File: config.mk
export PLATFORM = sky130hd
export DESIGN_NAME = buffer_cache_lru_policy
export DESIGN_NICKNAME = d
export VERILOG_FILES = /design/src/sv/bclp_pkg.sv /design/src/sv/buffer_cache_lru_policy.sv /design/src/sv/bclp_cell.sv
export VERILOG_INCLUDE_DIRS = /design/src /design/src/sv
export SDC_FILE = /design/constraint.sdc
export NUM_CORES = 2
export LEC_CHECK = 0
export BUFFER_PORTS_ARGS = -buffer_cell sky130_fd_sc_hd__buf_4
export CAP_MARGIN = 20
export CORE_UTILIZATION = 57
export CTS_CLUSTER_DIAMETER = 60
export CTS_CLUSTER_SIZE = 40
export DETAILED_ROUTE_END_ITERATION = 12
export GPL_ROUTABILITY_DRIVEN = 1
export HOLD_SLACK_MARGIN = 0.02
export MAX_ROUTING_LAYER = met4
export PLACE_DENSITY_LB_ADDON = 0.12
export SLEW_MARGIN = 20
export SYNTH_ARGS = -nofsm -noshare
export SYNTH_HDL_FRONTEND = slang
export SYNTH_SLANG_ARGS = --single-unit
File: constraint.sdc
create_clock -name clk -period 9.9 [get_ports clk]
set_input_delay 1.98 -clock clk [delete_from_list [all_inputs] [get_ports clk]]
set_output_delay 1.98 -clock clk [all_outputs]
set_load 0.1 [all_outputs]
File: src/sv/buffer_cache_lru_policy_macros.svh
`ifndef BUFFER_CACHE_LRU_POLICY_MACROS_SVH
`define BUFFER_CACHE_LRU_POLICY_MACROS_SVH

// Implication checked in the same cycle.
`define BCLP_ASSERT_IMP(label, ante, cons, msg) \
	label: assert property (@(posedge clk) disable iff (!arst_n) (ante) |-> (cons)) \
		else $error(msg);

// Implication checked in the next cycle.
`define BCLP_ASSERT_NXT(label, ante, cons, msg) \
	label: assert property (@(posedge clk) disable iff (!arst_n) (ante) |=> (cons)) \
		else $error(msg);

`endif

File: src/sv/bclp_pkg.sv
package bclp_pkg;

	localparam int unsigned DefNumBuffers = 16;
	localparam int unsigned DefBlockBits  = 32;

	localparam logic [1:0] CMD_ACQUIRE = 2'd0;
	localparam logic [1:0] CMD_READ    = 2'd1;
	localparam logic [1:0] CMD_WRITE   = 2'd2;
	localparam logic [1:0] CMD_RELEASE = 2'd3;

	localparam logic [2:0] ST_OK      = 3'd0;
	localparam logic [2:0] ST_CLEAN   = 3'd1;
	localparam logic [2:0] ST_DIRTY   = 3'd2;
	localparam logic [2:0] ST_NOFREE  = 3'd3;
	localparam logic [2:0] ST_UNDER   = 3'd4;

	localparam logic [7:0] REF_MAX = 8'hFF;

	// Control that the sequencer broadcasts to every cell of the ring.
	typedef struct packed {
		logic shift;
		logic upd;
		logic mru;
	} cell_ctl_t;

endpackage

File: src/sv/buffer_cache_lru_policy.sv
// Channel   Handshake        Ports
// request   start / busy     command, device, block_number, entry
// result    done (strobe)    slot, status, disk_read, disk_write, write_device,
//                            write_block, references
//
// The ring of cells rotates once past its last cell so the sequencer sees every
// entry in recency order, then the apply state applies the update.
// busy is high from the accept until the cycle the result is shown.
// Reset puts slot i at recency position i with all tags and counts cleared.
// The done strobe is high for one cycle only; the receiver cannot stall it.
module buffer_cache_lru_policy import bclp_pkg::*; #(
	parameter int unsigned NUM_BUFFERS = DefNumBuffers,
	parameter int unsigned BLOCK_BITS  = DefBlockBits
) (
	input  logic        clk,
	input  logic        arst_n,
	input  logic        start,
	output logic        busy,
	input  logic [1:0]  command,
	input  logic [3:0]  device,
	input  logic [31:0] block_number,
	input  logic [3:0]  entry,
	output logic        done,
	output logic [3:0]  slot,
	output logic [2:0]  status,
	output logic        disk_read,
	output logic        disk_write,
	output logic [3:0]  write_device,
	output logic [31:0] write_block,
	output logic [7:0]  references
);

	`include "buffer_cache_lru_policy_macros.svh"

	localparam int unsigned SW = $clog2(NUM_BUFFERS);
	localparam int unsigned N  = NUM_BUFFERS;

	typedef enum logic [1:0] {IDLE, SCAN, APPLY} state_t;
	state_t state_q;

	logic [SW-1:0]         cnt_q;
	logic [1:0]            cmd_q;
	logic [3:0]            dev_q;
	logic [BLOCK_BITS-1:0] blk_q;
	logic [3:0]            ent_q;

	logic                  hit_q, clean_q, dfnd_q;
	logic [SW-1:0]         hit_slot_q, clean_slot_q, dslot_q, ent_pos_q;
	logic [7:0]            hit_ref_q, ent_ref_q;
	logic                  hit_val_q, hit_dirty_q, ent_val_q;
	logic [3:0]            ddev_q, ent_dev_q;
	logic [BLOCK_BITS-1:0] dblk_q, ent_blk_q;
	logic                  ent_dirty_q;

	logic [SW-1:0]         c_slot  [N];
	logic [3:0]            c_dev   [N];
	logic [BLOCK_BITS-1:0] c_blk   [N];
	logic [7:0]            c_ref   [N];
	logic                  c_val   [N];
	logic                  c_dirty [N];

	cell_ctl_t             ctl;
	logic [SW-1:0]         tgt;
	logic [3:0]            n_dev;
	logic [BLOCK_BITS-1:0] n_blk;
	logic [7:0]            n_ref;
	logic                  n_val, n_dirty;
	logic [3:0]            o_slot;
	logic [2:0]            o_st;
	logic                  o_rd, o_wr;
	logic [3:0]            o_wdev;
	logic [31:0]           o_wblk;
	logic [7:0]            o_ref;
	logic                  ent_oob, tail_ent;

	for (genvar p = 0; p < N; p++) begin : g_cell
		localparam int unsigned PP = (p == 0) ? N - 1 : p - 1;
		bclp_cell #(
			.NUM_BUFFERS(NUM_BUFFERS),
			.BLOCK_BITS (BLOCK_BITS),
			.POS        (p)
		) u_cell (
			.clk       (clk),
			.arst_n    (arst_n),
			.ctl       (ctl),
			.tgt_slot  (tgt),
			.mru_pos   (ent_pos_q),
			.prev_slot (c_slot[PP]),
			.prev_dev  (c_dev[PP]),
			.prev_blk  (c_blk[PP]),
			.prev_ref  (c_ref[PP]),
			.prev_val  (c_val[PP]),
			.prev_dirty(c_dirty[PP]),
			.new_dev   (n_dev),
			.new_blk   (n_blk),
			.new_ref   (n_ref),
			.new_val   (n_val),
			.new_dirty (n_dirty),
			.slot_q    (c_slot[p]),
			.dev_q     (c_dev[p]),
			.blk_q     (c_blk[p]),
			.ref_q     (c_ref[p]),
			.val_q     (c_val[p]),
			.dirty_q   (c_dirty[p])
		);
	end

	assign busy     = (state_q != IDLE);
	assign ent_oob  = 32'(ent_q) >= 32'(N);
	assign tail_ent = (32'(c_slot[N-1]) == 32'(ent_q));

	// Decision for the item, taken in the apply cycle from what the scan gathered.
	always_comb begin
		ctl      = '0;
		ctl.shift = (state_q == SCAN);
		tgt      = '0;
		n_dev    = dev_q;
		n_blk    = blk_q;
		n_ref    = '0;
		n_val    = 1'b0;
		n_dirty  = 1'b0;
		o_slot   = ent_q;
		o_st     = ST_OK;
		o_rd     = 1'b0;
		o_wr     = 1'b0;
		o_wdev   = '0;
		o_wblk   = '0;
		o_ref    = '0;
		case (cmd_q)
			CMD_ACQUIRE, CMD_READ: begin
				ctl.upd = 1'b1;
				if (hit_q) begin
					tgt     = hit_slot_q;
					n_ref   = (hit_ref_q == REF_MAX) ? REF_MAX : hit_ref_q + 8'd1;
					n_val   = hit_val_q;
					n_dirty = hit_dirty_q;
				end else if (clean_q) begin
					tgt   = clean_slot_q;
					n_ref = 8'd1;
					o_st  = ST_CLEAN;
				end else if (dfnd_q) begin
					tgt    = dslot_q;
					n_ref  = 8'd1;
					o_st   = ST_DIRTY;
					o_wr   = 1'b1;
					o_wdev = ddev_q;
					o_wblk = 32'(dblk_q);
				end else begin
					ctl.upd = 1'b0;
					o_st    = ST_NOFREE;
				end
				if (ctl.upd) begin
					if (cmd_q == CMD_READ && !n_val) begin
						o_rd  = 1'b1;
						n_val = 1'b1;
					end
					o_slot = 4'(tgt);
					o_ref  = n_ref;
				end else begin
					o_slot = '0;
				end
			end
			CMD_WRITE: begin
				tgt     = SW'(ent_q);
				n_dev   = ent_dev_q;
				n_blk   = ent_blk_q;
				n_ref   = ent_ref_q;
				n_val   = ent_val_q;
				n_dirty = 1'b1;
				if (ent_oob) begin
					o_st = ST_NOFREE;
				end else begin
					ctl.upd = 1'b1;
					o_wr    = 1'b1;
					o_wdev  = ent_dev_q;
					o_wblk  = 32'(ent_blk_q);
					o_ref   = ent_ref_q;
				end
			end
			default: begin
				tgt     = SW'(ent_q);
				n_dev   = ent_dev_q;
				n_blk   = ent_blk_q;
				n_ref   = ent_ref_q - 8'd1;
				n_val   = ent_val_q;
				n_dirty = ent_dirty_q;
				if (ent_oob) begin
					o_st = ST_NOFREE;
				end else if (ent_ref_q == '0) begin
					o_st = ST_UNDER;
				end else begin
					ctl.upd = 1'b1;
					ctl.mru = (n_ref == '0);
					o_ref   = n_ref;
				end
			end
		endcase
		if (state_q != APPLY) begin
			ctl.upd = 1'b0;
			ctl.mru = 1'b0;
		end
	end

	// The dirty mark of the released entry must survive the update.
	always_ff @(posedge clk) begin
		if (state_q == SCAN && tail_ent) begin
			ent_dirty_q <= c_dirty[N-1];
		end
	end

	always_ff @(posedge clk or negedge arst_n) begin
		if (!arst_n) begin
			state_q <= IDLE;
			cnt_q   <= '0;
			done    <= 1'b0;
			hit_q   <= 1'b0;
			clean_q <= 1'b0;
			dfnd_q  <= 1'b0;
		end else begin
			done <= 1'b0;
			case (state_q)
				IDLE: begin
					if (start) begin
						state_q <= SCAN;
						cnt_q   <= '0;
						hit_q   <= 1'b0;
						clean_q <= 1'b0;
						dfnd_q  <= 1'b0;
					end
				end
				SCAN: begin
					// The last cell sees the entries from least to most recent.
					if (c_dev[N-1] == dev_q && c_blk[N-1] == blk_q) begin
						hit_q <= 1'b1;
					end
					if (c_ref[N-1] == '0 && !c_dirty[N-1]) begin
						clean_q <= 1'b1;
					end
					if (c_ref[N-1] == '0 && c_dirty[N-1]) begin
						dfnd_q <= 1'b1;
					end
					cnt_q <= cnt_q + 1'b1;
					if (cnt_q == SW'(N - 1)) begin
						state_q <= APPLY;
					end
				end
				APPLY: begin
					state_q <= IDLE;
					done    <= 1'b1;
				end
				default: state_q <= IDLE;
			endcase
		end
	end

	always_ff @(posedge clk) begin
		if (state_q == IDLE && start) begin
			cmd_q <= command;
			dev_q <= device;
			blk_q <= BLOCK_BITS'(block_number);
			ent_q <= entry;
		end
		if (state_q == SCAN) begin
			if (c_dev[N-1] == dev_q && c_blk[N-1] == blk_q) begin
				hit_slot_q  <= c_slot[N-1];
				hit_ref_q   <= c_ref[N-1];
				hit_val_q   <= c_val[N-1];
				hit_dirty_q <= c_dirty[N-1];
			end
			if (!clean_q && c_ref[N-1] == '0 && !c_dirty[N-1]) begin
				clean_slot_q <= c_slot[N-1];
			end
			if (!dfnd_q && c_ref[N-1] == '0 && c_dirty[N-1]) begin
				dslot_q <= c_slot[N-1];
				ddev_q  <= c_dev[N-1];
				dblk_q  <= c_blk[N-1];
			end
			if (tail_ent) begin
				ent_pos_q <= SW'(N - 1) - cnt_q;
				ent_ref_q <= c_ref[N-1];
				ent_val_q <= c_val[N-1];
				ent_dev_q <= c_dev[N-1];
				ent_blk_q <= c_blk[N-1];
			end
		end
		if (state_q == APPLY) begin
			slot         <= o_slot;
			status       <= o_st;
			disk_read    <= o_rd;
			disk_write   <= o_wr;
			write_device <= o_wdev;
			write_block  <= o_wblk;
			references   <= o_ref;
		end
	end

	`BCLP_ASSERT_NXT(a_busy_after_start, start && !busy, busy, "busy missing after accept")
	`BCLP_ASSERT_IMP(a_done_not_busy, done, !busy, "result shown while busy")
	`BCLP_ASSERT_IMP(a_nofree_quiet, done && status == ST_NOFREE, !disk_read && !disk_write,
		"disk request on failed item")

endmodule

File: src/sv/bclp_cell.sv
module bclp_cell import bclp_pkg::*; #(
	parameter int unsigned NUM_BUFFERS = DefNumBuffers,
	parameter int unsigned BLOCK_BITS  = DefBlockBits,
	parameter int unsigned POS         = 0,
	localparam int unsigned SW = $clog2(NUM_BUFFERS)
) (
	input  logic                  clk,
	input  logic                  arst_n,
	input  cell_ctl_t             ctl,
	input  logic [SW-1:0]         tgt_slot,
	input  logic [SW-1:0]         mru_pos,
	input  logic [SW-1:0]         prev_slot,
	input  logic [3:0]            prev_dev,
	input  logic [BLOCK_BITS-1:0] prev_blk,
	input  logic [7:0]            prev_ref,
	input  logic                  prev_val,
	input  logic                  prev_dirty,
	input  logic [3:0]            new_dev,
	input  logic [BLOCK_BITS-1:0] new_blk,
	input  logic [7:0]            new_ref,
	input  logic                  new_val,
	input  logic                  new_dirty,
	output logic [SW-1:0]         slot_q,
	output logic [3:0]            dev_q,
	output logic [BLOCK_BITS-1:0] blk_q,
	output logic [7:0]            ref_q,
	output logic                  val_q,
	output logic                  dirty_q
);

	logic in_move;

	// Cells at or below the released slot's position slide one place back.
	assign in_move = ctl.mru && (SW'(POS) <= mru_pos);

	always_ff @(posedge clk or negedge arst_n) begin
		if (!arst_n) begin
			slot_q  <= SW'(POS);
			dev_q   <= '0;
			blk_q   <= '0;
			ref_q   <= '0;
			val_q   <= 1'b0;
			dirty_q <= 1'b0;
		end else if (ctl.shift || (in_move && POS != 0)) begin
			slot_q  <= prev_slot;
			dev_q   <= prev_dev;
			blk_q   <= prev_blk;
			ref_q   <= prev_ref;
			val_q   <= prev_val;
			dirty_q <= prev_dirty;
		end else if ((in_move && POS == 0) || (ctl.upd && slot_q == tgt_slot)) begin
			slot_q  <= tgt_slot;
			dev_q   <= new_dev;
			blk_q   <= new_blk;
			ref_q   <= new_ref;
			val_q   <= new_val;
			dirty_q <= new_dirty;
		end
	end

endmodule
* Yosys cells after proc, flatten, opt, wreduce, memory -nomap -nowiden *
Index checks and enable logic that the tools add are counted.

operators by class
  reduce and logical (&&, ||, !) cells = 97
  mux-type cells = 253
  $add $sub $neg = 4
  magnitude comparators = 16
  eq/ne operators = 31

operators with widths
  kind                 count
  $mux 32              36
  $mux 4               75
  $mux 8               36
  $mux 1               86
  $eq 4x4->1           18
  $pmux 32 s2          1
  $logic_and 1x1->1    42
  $reduce_bool 2->1    18
  $eq 32x32->1         1
  $le 4x4->1 const A   8
  $pmux 8 s2           2
  $logic_not 8->1      3
  $le 3x4->1 const A   4
  $logic_or 1x1->1     16
  $pmux 4 s2           2
  $reduce_and 2->1     7
  $mux 2               6
  $ne 2x2->1 const B   6
  $pmux 1 s2           6
  $reduce_and 3->1     3
  $add 8x1->8 const B  1
  $eq 8x8->1 const B   1
  $le 1x4->1 const A   2
  $le 2x4->1 const A   2
  13 further kinds     19

storage, ports and cells
  register bits after elaboration = 1013
  output and inout bits = 55
  logic and storage cells = 528
  bits of input ports = 45

* Logic depth before layout (Yosys ltp) *
  depth after elaboration = 10
  depth in mapped cells = 12
  mapped depth without buffers = 9

* Cells and area by module *
From an unflattened synthesis, not the netlist that was laid out.

unflattened totals
  cell total of the unflattened synthesis = 4557
  area total of the unflattened synthesis = 49849.1 um^2

by module, submodules not included
  module                         area an instance (um^2)  cells an instance  sequential area each (um^2)  times used
  buffer_cache_lru_policy        8773.4                   642                6346.1                       1
  bclp_cell (g_cell[2].u_cell)   2939.1                   288                1252.5                       1
  bclp_cell (g_cell[5].u_cell)   2819.0                   288                1253.7                       1
  bclp_cell (g_cell[15].u_cell)  2812.7                   286                1256.2                       1
  bclp_cell (g_cell[0].u_cell)   2748.9                   168                1251.2                       1
  bclp_cell (g_cell[9].u_cell)   2676.3                   291                1253.7                       1
  bclp_cell (g_cell[7].u_cell)   2651.3                   289                1255.0                       1
  bclp_cell (g_cell[11].u_cell)  2650.0                   291                1255.0                       1
  bclp_cell (g_cell[6].u_cell)   2640.0                   289                1253.7                       1
  bclp_cell (g_cell[1].u_cell)   2590.0                   290                1252.5                       1
  bclp_cell (g_cell[13].u_cell)  2583.7                   286                1255.0                       1
  bclp_cell (g_cell[3].u_cell)   2577.5                   289                1253.7                       1
  bclp_cell (g_cell[14].u_cell)  2290.9                   172                1255.0                       1
  bclp_cell (g_cell[12].u_cell)  2279.7                   172                1253.7                       1
  +3 rows                        n/a                      n/a                n/a                          n/a

* Worst setup path before layout *
Ideal clock, no wire load.

  path kind = reg2reg
  from = register state_q[1]
  to = register ent_blk_q[0] (enable)
  slack = 4.797 ns
  setup time = 0.520 ns
  stages on the path, launching flop included = 6
  arrival = 4.583 ns
  period minus slack after synthesis = 5.103 ns
  path buffers = 3
  required time = 9.380 ns
  cell sequence = dfrtp_1 > nand2b_1 > clkbuf_1 > clkbuf_1 > buf_1 > nor3_1

between the ends
  cells in the longest elaborated chain, start to end = 2

ends and longest elaborated chain
  item                        line                            RTL
  start: declaration          buffer_cache_lru_policy.sv:39   state_t state_q;
  start signal: assignment    buffer_cache_lru_policy.sv:213  state_q <= IDLE;
  start signal: assignment    buffer_cache_lru_policy.sv:224  state_q <= SCAN;
  start signal: assignment    buffer_cache_lru_policy.sv:244  state_q <= APPLY;
  $eq 2x1->1                  buffer_cache_lru_policy.sv:263  if (state_q == SCAN) begin
  $reduce_and 2->1 (no line)  n/a
  end signal: assignment      buffer_cache_lru_policy.sv:283  ent_blk_q <= c_blk[N-1];
  end: declaration            buffer_cache_lru_policy.sv:52   logic [BLOCK_BITS-1:0] dblk_q, ent_blk_q;

Every way passes these cells.
A chain may end at the register's enable or synchronous reset.

* Final worst setup path *
  from = register ent_ref_q[0]
  to = register g_cell[6].u_cell.blk_q[24]

between the ends
  cells in the longest elaborated chain, start to end = 8
  elaborated cells between the ends (all ways) = 12
  classes of those cells = add/sub (1); mux (5); reduce/logical (6)

ends and longest elaborated chain
  item                                                 line                            RTL
  start: declaration                                   buffer_cache_lru_policy.sv:49   logic [7:0] hit_ref_q, ent_ref_q;
  start signal: assignment                             buffer_cache_lru_policy.sv:280  ent_ref_q <= c_ref[N-1];
  $sub 8x1->8                                          buffer_cache_lru_policy.sv:184  n_ref = ent_ref_q - 8'd1;
  $logic_not 8->1                                      buffer_cache_lru_policy.sv:193  ctl.mru = (n_ref == '0);
  $mux 2 (*)                                           buffer_cache_lru_policy.sv:189  end else if (ent_ref_q == '0) begin
  $mux 1                                               buffer_cache_lru_policy.sv:129  case (cmd_q)
  $mux 2 (*)                                           buffer_cache_lru_policy.sv:198  if (state_q != APPLY) begin
  $logic_and 1x1->1                                    bclp_cell.sv:34                 assign in_move = ctl.mru && (SW'(POS) <= mru_pos);
  $logic_or 1x1->1                                     bclp_cell.sv:44                 end else if (ctl.shift || (in_move && POS != 0)) begin
  $mux 32 / $reduce_bool 2->1 (equally long branches)  n/a
  end signal: assignment                               bclp_cell.sv:47                 blk_q <= prev_blk;
  end signal: assignment                               bclp_cell.sv:54                 blk_q <= new_blk;
  end: declaration                                     bclp_cell.sv:25                 output logic [BLOCK_BITS-1:0] blk_q,

Every way passes the cells marked *; elsewhere a longest branch is shown, timed or not.

==> flow_results.xml <==
<?xml version="1.0" encoding="UTF-8"?>
<metrics>
  <group name="timing">
    <metric name="setup_slack" unit="ns">5.73</metric>
    <metric name="transition_time_at_the_pin_with_the_least_slew_margin" unit="ns">1.11</metric>
    <metric name="slew_violations" unit="">0</metric>
    <metric name="timing.clock.skew" unit="ns">0.0361</metric>
    <metric name="hold_viol" unit="">0</metric>
    <metric name="final.period_utilization" unit="%">42.1</metric>
    <metric name="grt_setup_unrepaired" unit="">no</metric>
    <metric name="max_clock_freq" unit="GHz">0.240</metric>
    <metric name="fin_tns_setup" unit="ns">0</metric>
    <metric name="timing.final.crit_period" unit="ns">4.17</metric>
    <metric name="timing.final.setup_violations" unit="">0</metric>
    <metric name="max-slew-margin-rel" unit="%">25.9</metric>
  </group>
  <group name="layout">
    <metric name="nets" unit="">4851</metric>
    <metric name="fill_cells" unit="">6992</metric>
    <metric name="area_growth_syn_to_layout" unit="%">8.03</metric>
    <metric name="layout-drive-gt1-share" unit="%">11.1</metric>
  </group>
  <group name="placement">
    <metric name="buffer_ports.inserted" unit="">99</metric>
    <metric name="dpl_worst_slack" unit="ns">5.60</metric>
    <metric name="dp.final_hpwl" unit="mm">96.9</metric>
    <metric name="gp_congestion" unit="">0.877</metric>
  </group>
  <group name="worst_setup_path">
    <metric name="timing.critical_path.depth" unit="">11</metric>
    <metric name="critical_path.max_fanout" unit="">92</metric>
    <metric name="critical_path_required" unit="ns">10.45</metric>
    <metric name="stage_delay_of_the_slowest_cell_on_the_critical_path" unit="ns">0.79</metric>
    <metric name="worst-path-buf-inv" unit="">3</metric>
    <metric name="rr_worst_depth" unit="">11</metric>
    <metric name="worstPathCellList" unit="">inv_1 -&gt; ha_1 -&gt; or3_1 -&gt; or3b_1 -&gt; o21ai_0 -&gt; a41o_2 -&gt; buf_4 -&gt; a31o_2 -&gt; buf_4 -&gt; nand2_1 -&gt; o21ai_0</metric>
    <metric name="critical_path.slowest_cell" unit="">buf_4</metric>
    <metric name="worstSetupEndpointType" unit="">flip-flop</metric>
    <metric name="cp_top_delay_family" unit="">buffers and inverters</metric>
    <metric name="setup.worst_path.class" unit="">flip-flop to flip-flop</metric>
    <metric name="worst-endpoint-arrival" unit="ns">4.72</metric>
    <metric name="setup.worst_path.start_class" unit="">flip-flop</metric>
  </group>
  <group name="pwr">
    <metric name="p_leak" unit="nW">20.5</metric>
    <metric name="vdd_ir_drop_max" unit="V">0.000243</metric>
    <metric name="powerDensity" unit="mW/mm2">306</metric>
  </group>
  <group name="synthesis">
    <metric name="synth-async-reset-ratio" unit="%">80.0</metric>
    <metric name="netlist.top_cell.by_area" unit="">dfrtp_1</metric>
    <metric name="most_area_consuming_cells_after_synthesis" unit="">dfrtp_1 40%, edfxtp_1 13%, nand2_1 7.4%</metric>
    <metric name="post_synth_instance_area" unit="mm2">0.0487</metric>
    <metric name="postSynthRegisterBits" unit="">1013</metric>
    <metric name="synth-main-ff-cell" unit="">dfrtp_1</metric>
    <metric name="post_synth_edffs" unit="">203</metric>
    <metric name="yosysWarnings" unit="">0</metric>
    <metric name="synth_cells" unit="">4997</metric>
    <metric name="synth_top_area_share" unit="%">40.0</metric>
    <metric name="synth_sequential_area_ratio" unit="%">54.2</metric>
    <metric name="syn_avg_cell_area" unit="um2">9.75</metric>
    <metric name="synth_cell_type_count" unit="">78</metric>
    <metric name="syn_nets" unit="">5046</metric>
  </group>
  <group name="route">
    <metric name="drt-total-wl" unit="mm">151</metric>
    <metric name="final_antenna_net_count" unit="">0</metric>
    <metric name="drtIter0Drc" unit="">5257</metric>
    <metric name="vias_per_cell" unit="">6.67</metric>
    <metric name="drc" unit="">0</metric>
    <metric name="number_of_vias_after_detailed_routing" unit="">40000</metric>
    <metric name="route.detailed.wl_per_inst" unit="um">25.2</metric>
    <metric name="detail_route.first_pass.iterations" unit="">5</metric>
  </group>
  <group name="cts">
    <metric name="cts_hold_buf" unit="">0</metric>
    <metric name="number_of_levels_the_h_tree_was_split_into" unit="">3</metric>
    <metric name="clk_root_buffer_cell" unit="">clkbuf_16</metric>
    <metric name="cts_setup_buffers" unit="">0</metric>
    <metric name="worst_skew_late_latency" unit="ns">0.67</metric>
    <metric name="numCtsBuffers" unit="">75</metric>
    <metric name="cts.reportedPaths.clkPinSlew" unit="ns">0.09</metric>
    <metric name="cts_max_path_buffers" unit="">3</metric>
    <metric name="cts_num_sinks" unit="">1013</metric>
    <metric name="cts_tree" unit="">done</metric>
    <metric name="cts-resized-gates" unit="">0</metric>
  </group>
  <group name="worst_hold_path">
    <metric name="hold-path-cell-count" unit="">2</metric>
    <metric name="min_path_type" unit="">flip-flop to flip-flop</metric>
  </group>
  <group name="flow_run">
    <metric name="drv_cap" unit="">0</metric>
  </group>
  <group name="global_route">
    <metric name="gr-usage-all-layers" unit="%">35.8</metric>
    <metric name="pin_count_of_the_biggest_net_entering_global_routing" unit="">147</metric>
    <metric name="grt_pass1_vias" unit="">37600</metric>
    <metric name="grt_first_pass_wirelength" unit="mm">235</metric>
    <metric name="grt_overflow" unit="">0</metric>
    <metric name="grt_antenna_before_repair" unit="">3</metric>
  </group>
  <group name="floorplanning">
    <metric name="die_x" unit="um">294</metric>
    <metric name="floorplan.die_area" unit="mm2">0.0867</metric>
    <metric name="start_util" unit="%">58.0</metric>
    <metric name="floorplan.io_pins" unit="">100</metric>
    <metric name="core" unit="mm2">0.0841</metric>
    <metric name="die_h" unit="um">294</metric>
    <metric name="std_cell_rows" unit="">106</metric>
  </group>
  <group name="run_status">
    <metric name="run_status" unit="">finished clean</metric>
  </group>
</metrics>
layout by cell type, fill, tap and decap left out, drive strengths merged, types with 5 or more instances in the layout:
cell type / instances
buf: 230
o221ai: 5
dfrtp: 778
o211ai: 245
or2: 10
xnor2: 44
nand4: 18
bufinv: 8
o31ai: 434
nor4: 12
or3: 8
clkinv: 18
nand2: 959
o311ai: 195
o21a: 42
xor2: 68
a221o: 6
a21o: 9
and2: 18
a21oi: 543
nand2b: 8
nor2b: 7
mux2: 51
nor2: 99
edfxtp: 203
clkbuf: 78
and3: 14
nand3: 35
a31oi: 26
dfstp: 32
o21ai: 473
nor3: 55
inv: 89
Yosys cell counts, types with 43 or more instances:
cell type,number
a21oi_1,539
o211ai_1,244
nor3_1,53
mux2_2,51
clkbuf_1,254
nand2_1,959
xnor2_1,43
o311ai_0,138
o21ai_1,62
buf_2,169
o31ai_1,434
nor2_1,98
inv_1,56
o311ai_1,57
edfxtp_1,203
dfrtp_1,778
xor2_1,68
o21ai_0,405
power breakdown:
part	switching, W	total, W	internal (W)
clock network	0.00176	0.00349	0.00172
registers	0.00105	0.00673	0.00567
logic	0.00415	0.00589	0.00174
total	0.00697	0.0161	0.00913
worst paths after layout:
| kind | startpoint | endpoint | slack (ns) |
|---|---|---|---|
| worst max-delay path | ent_ref_q[0] | g_cell[6].u_cell.blk_q[24] | 5.73 |
| worst min-delay path | g_cell[12].u_cell.slot_q[2] | g_cell[13].u_cell.slot_q[2] | 0.47 |
| worst max register to register | ent_ref_q[0] | g_cell[6].u_cell.blk_q[24] | 5.73 |
| worst min register to register | g_cell[12].u_cell.slot_q[2] | g_cell[13].u_cell.slot_q[2] | 0.47 |
| max in group asynchronous | arst_n | g_cell[7].u_cell.blk_q[26] | 6.33 |
| min in group asynchronous | arst_n | g_cell[7].u_cell.ref_q[4] | 1.34 |
metrics by stage:
step	hold WS (ns)	total power, W	std cells	util, %	area (um2)
6_report	0.473	0.0161	6001	62.6	52600
3_5_place_dp	0.466	0.0125	5857	59.2	49800
3_3_place_gp	0.456	0.0123	5855	59.2	49800
2_1_floorplan	0.442	0.0105	4997	-	48700
4_1_cts	0.466	0.0159	5996	62.5	52500
5_1_grt	0.491	0.0169	6001	62.6	52600
kinds of logic after synthesis:
logic type	after synthesis	share of synthesized area (%)
buf+inv	558	5.39
xor+xnor	112	2.03
fa+ha+maj	4	0.103
simple gates	1255	10.8
mux	53	1.22
flops	1013	54.2
compound gates	2002	26.3
worst min-delay path: cells and delay by family (launching register included):
family	cells	cell delay, ns
and+or+nand+nor	2	0.11
DFF	1	0.39
layer usage:
layer  track usage, %  vias to the layer above  share of wire [%]
li1                 -                    17900                  -
met1             55.5                    19700                 45
met2             47.3                     2197                 41
met3             8.46                      187                 11
met4             7.55                        0                1.7
met5                -                        -                  0
final cells by class:
class                   instances  area [um2]  share of cell area, %
diodes                          3        7.51                 0.0143
clock buffers                  78        1910                   3.63
clock inverters                61         825                   1.57
inverters                      56         210                  0.399
multi-input cells            3426       20100                   38.1
flip-flops and latches       1013       26400                   50.2
well taps                    1134        1420                   2.70
repair buffers                230        1810                   3.44
registers in the layout, summed over array words and instances (netlist names), 16 cells and up:
signal,flops
g_cell.u_cell.blk_q,512
g_cell.u_cell.ref_q,128
g_cell.u_cell.dev_q,64
g_cell.u_cell.slot_q,64
blk_q,32
dblk_q,32
ent_blk_q,32
write_block,32
g_cell.u_cell.dirty_q,16
g_cell.u_cell.val_q,16
(Power assumes the default switching activity.)
